File: src/design/oor_pkg.sv
// shared types and constants for the overcurrent retry output block
package oor_pkg;

  // default number of output channels
  localparam int unsigned MaxChannelsDef = 8;

  // field widths
  localparam int unsigned KindW    = 2;
  localparam int unsigned ChannelW = 4;
  localparam int unsigned FlagsW   = 8;
  localparam int unsigned CfgW     = 4;
  localparam int unsigned CntW     = 4;

  // register reset values
  localparam logic [CfgW-1:0] ChannelsRst = 4'd8;
  localparam logic [CfgW-1:0] RetryRst    = 4'd10;

  // item kinds
  typedef enum logic [KindW-1:0] {
    KIND_WRITE  = 2'd0,
    KIND_TOGGLE = 2'd1,
    KIND_TICK   = 2'd2
  } kind_e;

  // configuration register indexes
  typedef enum logic [0:0] {
    CFG_CHANNELS = 1'b0,
    CFG_RETRY    = 1'b1
  } cfg_idx_e;

endpackage

File: src/design/oor_if.sv
// valid/ready channel interfaces for input and result items
interface oor_in_if
  import oor_pkg::*;
();
  logic                valid;
  logic                ready;
  logic [KindW-1:0]    kind;
  logic [ChannelW-1:0] channel;
  logic                level;
  logic [FlagsW-1:0]   overcurrent_flags;

  modport source (output valid, kind, channel, level, overcurrent_flags, input ready);
  modport sink   (input valid, kind, channel, level, overcurrent_flags, output ready);
endinterface

interface oor_out_if
  import oor_pkg::*;
();
  logic              valid;
  logic              ready;
  logic [FlagsW-1:0] drive_levels;
  logic [FlagsW-1:0] fault_flags;
  logic              invalid_channel;

  modport source (output valid, drive_levels, fault_flags, invalid_channel, input ready);
  modport sink   (input valid, drive_levels, fault_flags, invalid_channel, output ready);
endinterface

File: src/design/output_overcurrent_retry.sv
// digital outputs with overcurrent hiccup retry, one item per cycle while results are drained
//
//   channel | dir | payload
//   --------+-----+-----------------------------------------------
//   in_i    | in  | kind, channel, level, overcurrent_flags
//   out_o   | out | drive_levels, fault_flags, invalid_channel
//   cfg     | in  | cfg_we_i, cfg_idx_i, cfg_data_i
//
// channel state and the result register update together at the accepting edge,
// and the result shows in the next cycle. an item is taken whenever the result
// register is empty or being drained, so a steady stream moves at one item per
// cycle.
// reset clears all channel state (outputs low) and loads the register defaults.
module output_overcurrent_retry
  import oor_pkg::*;
#(
  parameter int unsigned MAX_CHANNELS = MaxChannelsDef
) (
  input  logic            clk_i,
  input  logic            rst_ni,
  input  logic            cfg_we_i,
  input  logic [0:0]      cfg_idx_i,
  input  logic [CfgW-1:0] cfg_data_i,
  oor_in_if.sink          in_i,
  oor_out_if.source       out_o
);

  localparam int unsigned NumW = $clog2(MAX_CHANNELS + 1);
  localparam int unsigned CmpW = (NumW > ChannelW) ? NumW : ChannelW;
  localparam int unsigned OutN = (MAX_CHANNELS < FlagsW) ? MAX_CHANNELS : FlagsW;

  // configuration registers
  logic [CfgW-1:0] chan_cfg_q, retry_cfg_q;

  always_ff @(posedge clk_i or negedge rst_ni) begin
    if (!rst_ni) begin
      chan_cfg_q  <= ChannelsRst;
      retry_cfg_q <= RetryRst;
    end else if (cfg_we_i) begin
      case (cfg_idx_e'(cfg_idx_i))
        CFG_CHANNELS: chan_cfg_q  <= cfg_data_i;
        CFG_RETRY:    retry_cfg_q <= cfg_data_i;
        default:      ;
      endcase
    end
  end

  // active channel count, saturated to the channel storage
  logic [CmpW-1:0] active_n;
  logic [CmpW-1:0] ch_ext;
  logic            ch_ok;

  always_comb begin
    if (CmpW'(chan_cfg_q) > CmpW'(MAX_CHANNELS)) begin
      active_n = CmpW'(MAX_CHANNELS);
    end else begin
      active_n = CmpW'(chan_cfg_q);
    end
  end

  assign ch_ext = CmpW'(in_i.channel);
  assign ch_ok  = ch_ext < active_n;

  // handshake
  logic out_valid_q;
  logic in_acc;

  assign in_i.ready = !out_valid_q || out_o.ready;
  assign in_acc     = in_i.valid && in_i.ready;

  // channel state
  logic [MAX_CHANNELS-1:0]           user_q, user_d;
  logic [MAX_CHANNELS-1:0]           drive_q, drive_d;
  logic [MAX_CHANNELS-1:0][CntW-1:0] cnt_q, cnt_d;

  // per-channel next state
  for (genvar i = 0; i < MAX_CHANNELS; i++) begin : g_lane
    logic            oc;
    logic            sel;
    logic            lane_on;
    logic            user_n, drive_n;
    logic [CntW-1:0] cnt_n;

    if (i < FlagsW) begin : g_flag
      assign oc = in_i.overcurrent_flags[i];
    end else begin : g_noflag
      assign oc = 1'b0;
    end

    assign sel     = ch_ok && (ch_ext == CmpW'(i));
    assign lane_on = CmpW'(i) < active_n;

    always_comb begin
      user_n  = user_q[i];
      drive_n = drive_q[i];
      cnt_n   = cnt_q[i];
      case (kind_e'(in_i.kind))
        KIND_WRITE: begin
          if (sel) begin
            user_n  = in_i.level;
            drive_n = in_i.level;
          end
        end
        KIND_TOGGLE: begin
          if (sel) begin
            user_n  = ~drive_q[i];
            drive_n = ~drive_q[i];
          end
        end
        KIND_TICK: begin
          if (lane_on) begin
            if (oc) begin
              // fault: force low and start the retry count
              drive_n = 1'b0;
              cnt_n   = CntW'(1);
            end else if (cnt_q[i] != '0 && cnt_q[i] >= retry_cfg_q) begin
              // retry time over: restore the stored level
              cnt_n   = '0;
              drive_n = user_q[i];
            end else if (cnt_q[i] != '0) begin
              cnt_n = cnt_q[i] + CntW'(1);
            end
          end
        end
        default: ;
      endcase
    end

    assign user_d[i]  = user_n;
    assign drive_d[i] = drive_n;
    assign cnt_d[i]   = cnt_n;
  end

  always_ff @(posedge clk_i or negedge rst_ni) begin
    if (!rst_ni) begin
      user_q  <= '0;
      drive_q <= '0;
      cnt_q   <= '0;
    end else if (in_acc) begin
      user_q  <= user_d;
      drive_q <= drive_d;
      cnt_q   <= cnt_d;
    end
  end

  // result bits for the first channels
  logic [FlagsW-1:0] res_drive_d, res_fault_d;
  logic              res_inv_d;

  for (genvar j = 0; j < FlagsW; j++) begin : g_res
    if (j < OutN) begin : g_used
      assign res_drive_d[j] = drive_d[j];
      assign res_fault_d[j] = cnt_d[j] != '0;
    end else begin : g_unused
      assign res_drive_d[j] = 1'b0;
      assign res_fault_d[j] = 1'b0;
    end
  end

  assign res_inv_d = ((kind_e'(in_i.kind) == KIND_WRITE) ||
                      (kind_e'(in_i.kind) == KIND_TOGGLE)) && !ch_ok;

  // result register
  logic [FlagsW-1:0] res_drive_q, res_fault_q;
  logic              res_inv_q;

  always_ff @(posedge clk_i or negedge rst_ni) begin
    if (!rst_ni) begin
      out_valid_q <= 1'b0;
    end else if (in_acc) begin
      out_valid_q <= 1'b1;
    end else if (out_o.ready) begin
      out_valid_q <= 1'b0;
    end
  end

  always_ff @(posedge clk_i) begin
    if (in_acc) begin
      res_drive_q <= res_drive_d;
      res_fault_q <= res_fault_d;
      res_inv_q   <= res_inv_d;
    end
  end

  assign out_o.valid           = out_valid_q;
  assign out_o.drive_levels    = res_drive_q;
  assign out_o.fault_flags     = res_fault_q;
  assign out_o.invalid_channel = res_inv_q;

endmodule

File: src/flat_wrapper.sv
// flat-port wrapper written by rule: the top's interface ports become plain ports
module output_overcurrent_retry_flat import oor_pkg::*;
#(
  parameter int unsigned MAX_CHANNELS = MaxChannelsDef
)
  (clk_i, rst_ni, cfg_we_i, cfg_idx_i, cfg_data_i, in_i_valid, in_i_kind, in_i_channel, in_i_level, in_i_overcurrent_flags, in_i_ready, out_o_valid, out_o_drive_levels, out_o_fault_flags, out_o_invalid_channel, out_o_ready);
  oor_in_if in_i_i ();
  oor_out_if out_o_i ();
  input  logic clk_i;
  input  logic rst_ni;
  input  logic cfg_we_i;
  input  logic [0:0] cfg_idx_i;
  input  logic [CfgW-1:0] cfg_data_i;
  input wire logic [$bits(in_i_i.valid)-1:0] in_i_valid;
  input wire logic [$bits(in_i_i.kind)-1:0] in_i_kind;
  input wire logic [$bits(in_i_i.channel)-1:0] in_i_channel;
  input wire logic [$bits(in_i_i.level)-1:0] in_i_level;
  input wire logic [$bits(in_i_i.overcurrent_flags)-1:0] in_i_overcurrent_flags;
  output wire logic [$bits(in_i_i.ready)-1:0] in_i_ready;
  output wire logic [$bits(out_o_i.valid)-1:0] out_o_valid;
  output wire logic [$bits(out_o_i.drive_levels)-1:0] out_o_drive_levels;
  output wire logic [$bits(out_o_i.fault_flags)-1:0] out_o_fault_flags;
  output wire logic [$bits(out_o_i.invalid_channel)-1:0] out_o_invalid_channel;
  input wire logic [$bits(out_o_i.ready)-1:0] out_o_ready;
  assign in_i_i.valid = in_i_valid;
  assign in_i_i.kind = in_i_kind;
  assign in_i_i.channel = in_i_channel;
  assign in_i_i.level = in_i_level;
  assign in_i_i.overcurrent_flags = in_i_overcurrent_flags;
  assign in_i_ready = in_i_i.ready;
  assign out_o_valid = out_o_i.valid;
  assign out_o_drive_levels = out_o_i.drive_levels;
  assign out_o_fault_flags = out_o_i.fault_flags;
  assign out_o_invalid_channel = out_o_i.invalid_channel;
  assign out_o_i.ready = out_o_ready;
  output_overcurrent_retry #(.MAX_CHANNELS(MAX_CHANNELS)) u_core (.clk_i(clk_i), .rst_ni(rst_ni), .cfg_we_i(cfg_we_i), .cfg_idx_i(cfg_idx_i), .cfg_data_i(cfg_data_i), .in_i(in_i_i), .out_o(out_o_i));
endmodule
File: config.mk
export PLATFORM = sky130hd
export DESIGN_NAME = output_overcurrent_retry_flat
export DESIGN_NICKNAME = d
export VERILOG_FILES = /design/src/design/oor_pkg.sv /design/src/design/oor_if.sv /design/src/design/output_overcurrent_retry.sv /design/src/flat_wrapper.sv
export SDC_FILE = /design/constraint.sdc
export NUM_CORES = 1
export LEC_CHECK = 0
export BUFFER_PORTS_ARGS = -buffer_cell sky130_fd_sc_hd__buf_4
export CORE_MARGIN = 1
export CORE_UTILIZATION = 40
export CTS_BUF_LIST = sky130_fd_sc_hd__clkbuf_8
export CTS_CLUSTER_SIZE = 8
export DETAILED_ROUTE_END_ITERATION = 10
export GPL_ROUTABILITY_DRIVEN = 0
export PLACE_DENSITY = 0.64
export SLEW_MARGIN = 0
export SYNTH_ARGS = -nofsm -noshare
export SYNTH_HDL_FRONTEND = slang
export SYNTH_SLANG_ARGS = --single-unit
File: constraint.sdc
create_clock -name clk_i -period 4.2 [get_ports clk_i]
set_input_delay 0.21 -clock clk_i [delete_from_list [all_inputs] [get_ports clk_i]]
set_output_delay 0.21 -clock clk_i [all_outputs]
set_load 0.02 [all_outputs]
==> results list <==
* Leading cell types by total area after synthesis: sky130_fd_sc_hd__dfrtp_1 (24%), sky130_fd_sc_hd__ha_1 (11%), sky130_fd_sc_hd__edfxtp_1 (8.9%), sky130_fd_sc_hd__o21ai_0 (5.3%), sky130_fd_sc_hd__nand2_1 (4.5%)
* Cell count after synthesis: 673
- The final layout contains 785 nets.
* Final-report hold violation count: 0
* TNS Setup: 0 ns
- Number of iterations in the first detailed-routing pass: 6
- For this run, the total global-route usage over all layers was measured as 21.91%.
- Gates resized during post-CTS repair numbered 0.
- After floorplanning, the core was divided into 43 placement rows.
- Counting flops and latches in the post-synthesis netlist gives 74.
- Worst hold path depth: 2
- Initial Util: 41.03%
* Count of pins over their slew limit: 0
- Data arrival time of the critical path: 3.19 ns
* DIE AREA: 14770 sq um
- Counting distinct cell types in the post-synthesis netlist gives 71.
* Synthesized area: 5717 sq um
- The biggest area contributor in the post-synthesis netlist is sky130_fd_sc_hd__dfrtp_1.
* Final-report setup violation count: 0
* Filler cells: 1298
- The critical path is of the reg -> reg type.
- Timing analysis after detailed placement gives a worst setup slack of 1.257 ns.
- Predominant post-synthesis flop cell: sky130_fd_sc_hd__dfrtp_1
- For this run, asynchronously set or reset flops after synthesis account for 77.03%.
* Commonest cells after routing, fill and taps aside: sky130_fd_sc_hd__nand2_1 (69), sky130_fd_sc_hd__nor2_1 (63), sky130_fd_sc_hd__o21ai_0 (60)
- At the later pin of the worst-skew pair, clock insertion delay measures 0.38 ns.
- GRT overflow: 0
* Count of flip-flops with a built-in enable after synthesis: 17
- Synthesis-to-finish area growth: 12.32%
- CTS Root Cell: sky130_fd_sc_hd__clkbuf_8
* Top-level port count: 44
- The first global-routing pass estimated 24980 microns of wire.
- Maximum count of clock buffers along a single path: 2
* Post-CTS Repair Setup Buffers: 0
- Combinational fraction of design power: 44.1%
- Synthesized netlist net count: 749
- Total wire length: 15520 microns
- Detailed-placement wirelength estimate: 11100 microns
* Final Instance Count excl. Fillers: 894
- In this run the power spent charging and discharging nets is 0.001328 W.
- Critical path launch point type: flip-flop
- Switching part of the total power: 42.27%
* Via count: 5383
* Required arrival time at the worst endpoint: 4.33 ns
- Number of antenna repair diodes: 0
- After layout, the worst setup slack is 1.139 ns.
- RSZ-0062 raised after global routing: false
- WL/cell: 17.36 microns
- Total of hold buffers inserted after clock tree synthesis: 1
- Number of buffers created by CTS: 9
* Final hold slack: 0.04618 ns
* Total Power: 0.003141 W
- Static timing analysis puts the maximum clock frequency at 0.3267 GHz.
- Vertical die dimension: 121.6 microns
- The worst pin sits at a relative slew slack of 47.06%.
- Leaving out fill and tap cells, the most frequent cell in the layout is sky130_fd_sc_hd__nand2_1.
* IR drop worst, VDD: 0.0002285 V
- The internal power of the cells totals 0.001813 W.
* Worst clock skew: 0.009646 ns
- Ratio of cells with drive above 1 in the final layout: 12.32%
- The core region is 13930 sq um.
* Worst-path maximum fanout: 20
- Starting DRC count in detailed routing: 614
- P_leak: 2.723 nW
- Yosys printed 0 warnings.
- Antenna violations before repair: 0
- Tcrit/Tclk final: 72.88%
* Part of the total power dissipated in the clock network: 19.1%
- Summing the sequential cell areas from Yosys gives 33.95% of the chip area.
- Crit. End Element: flip-flop
- Placed cells: 877
- Number of routed nets with antenna violations: 0
* Sequential Power Share: 36.8%
- Clock transition time at the flip-flop clock pins of the worst setup and hold paths: 0.08 ns
* Largest net degree at the start of global routing: 58
- Avg Inst Size Synth: 8.494 sq um
- Clock sinks: 74
* Final min period: 3.061 ns
- Dividing the detail-routed via count by the number of cells gives 6.021.
* Max-cap check violation count: 0
- Final routed DRC violation total: 0
* Status: complete, no violations
* Worst Tran Pin Value: 0.7830 ns
- Measured in cells, the most critical reg-to-reg path has a length of 9.
* Class of the most critical hold timing path: in -> reg
* Overall die width: 121.6 microns
- Total power divided by cell area: 489.2 nW/um^2
- Share of Yosys cell area claimed by the top area cell type: 23.64%
- The number of global-route vias before repair is 4957.
* H-Tree Level Count: 3
- The count of buffers added on input and output ports is 43.
- CTS tree: yes
## cells in the mapped netlist, drive strengths merged, types with 3 or more instances
master	number
a21oi	42
and2	7
nand2	69
nor3b	10
nor2b	7
edfxtp	17
or3	8
or4	5
nor4b	5
inv	36
and3	8
buf	4
o31ai	13
a21boi	3
o22ai	6
nand3	32
a21o	6
or2	3
o21a	6
a2111oi	3
mux2	18
nor3	14
o41ai	4
mux2i	10
nand4	7
o221ai	3
nor2	63
o21ai	60
nand2b	14
a31oi	12
a41oi	4
dfrtp	54
a211oi	5
o211ai	7
dfstp	3
clkbuf	18
ha	51
nor4	3
## kinds of logic (layout without fill, tap and decap cells)
logic type	after synthesis	in the layout	synth area share, %
multiplexers	28	28	5.297
XOR/XNOR	1	1	0.1532
buffers and inverters	58	99	4.027
flip-flops	74	74	33.95
AND/OR/NAND/NOR	261	261	22.85
adder cells (fa/ha/maj)	51	51	11.16
AO/OA/AOI/OAI	200	200	22.57
## metal layers
layer | vias up | wire (microns) | track usage [%]
li1 | 2587 | - | -
met1 | 2567 | 7097 | 29.48
met2 | 199 | 7099 | 34.41
met3 | 30 | 945 | 4.260
met4 | 0 | 380 | 8.951
met5 | - | 0 | 0
## worst paths after layout
kind | from | end | slack, ns
worst max-delay path | u_core.chan_cfg_q[3] | u_core.out_o.drive_levels[1] | 1.14
worst min-delay path | in_i_valid | u_core.out_o.valid | 0.05
worst max register to register | u_core.chan_cfg_q[3] | u_core.out_o.drive_levels[1] | 1.14
worst min register to register | u_core.user_q[6] | u_core.user_q[6] | 0.52
max in group asynchronous | rst_ni | u_core.drive_q[7] | 3.22
min in group asynchronous | rst_ni | u_core.cnt_q[15] | 0.46
## critical path: stages, from the launching register on
cell and delay, ns:
sky130_fd_sc_hd__dfstp_2 0.73, sky130_fd_sc_hd__inv_1 0.16, sky130_fd_sc_hd__nand2_1 0.09, sky130_fd_sc_hd__ha_1 0.25
sky130_fd_sc_hd__a21oi_1 0.19, sky130_fd_sc_hd__o22ai_2 0.17, sky130_fd_sc_hd__nor4b_1 0.69, sky130_fd_sc_hd__nand2_1 0.17
sky130_fd_sc_hd__mux2i_1 0.25, sky130_fd_sc_hd__o211ai_1 0.11
## area by class of cell
type                            instances  area [sq um]  share of cell area [%]
Clock buffer                           12         165.2                   2.572
Clock inverter                          4         41.29                  0.6430
Inverter                               36         135.1                   2.104
Multi-Input combinational cell        541          3546                   55.22
Sequential cell                        74          1941                   30.22
Tap cell                              180         225.2                   3.507
Timing Repair Buffer                   47         367.9                   5.729
## stage by stage
| stage | instance area, sq um | utilization (%) |
|---|---|---|
| after CTS | 6421 | 46.08 |
| after floorplan | 5717 | - |
| after global placement | 6205 | 44.53 |
| after detailed placement | 6205 | 44.53 |
| final | 6421 | 46.08 |
| after global routing | 6421 | 46.08 |
## power by group through the flow
stage / Clock [W] / Combinational, W / Sequential, W
global placement: 0 / 0.00130 / 0.00116
global route: 0.000648 / 0.00156 / 0.00118
CTS: 0.000614 / 0.00137 / 0.00115
detailed placement: 0 / 0.00136 / 0.00117
finish: 0.000600 / 0.00138 / 0.00116
floorplan: 0 / 0.00101 / 0.00112
## state kept, by name (all words and copies together), names as in the netlist
name / cells
u_core.user_q: 8
u_core.out_o.fault_flags: 8
u_core.retry_cfg_q: 4
u_core.out_o.invalid_channel: 1
u_core.out_o.drive_levels: 8
u_core.cnt_q: 32
u_core.drive_q: 8
u_core.out_o.valid: 1
u_core.chan_cfg_q: 4
Note: power is estimated with default switching activity, not from simulation.
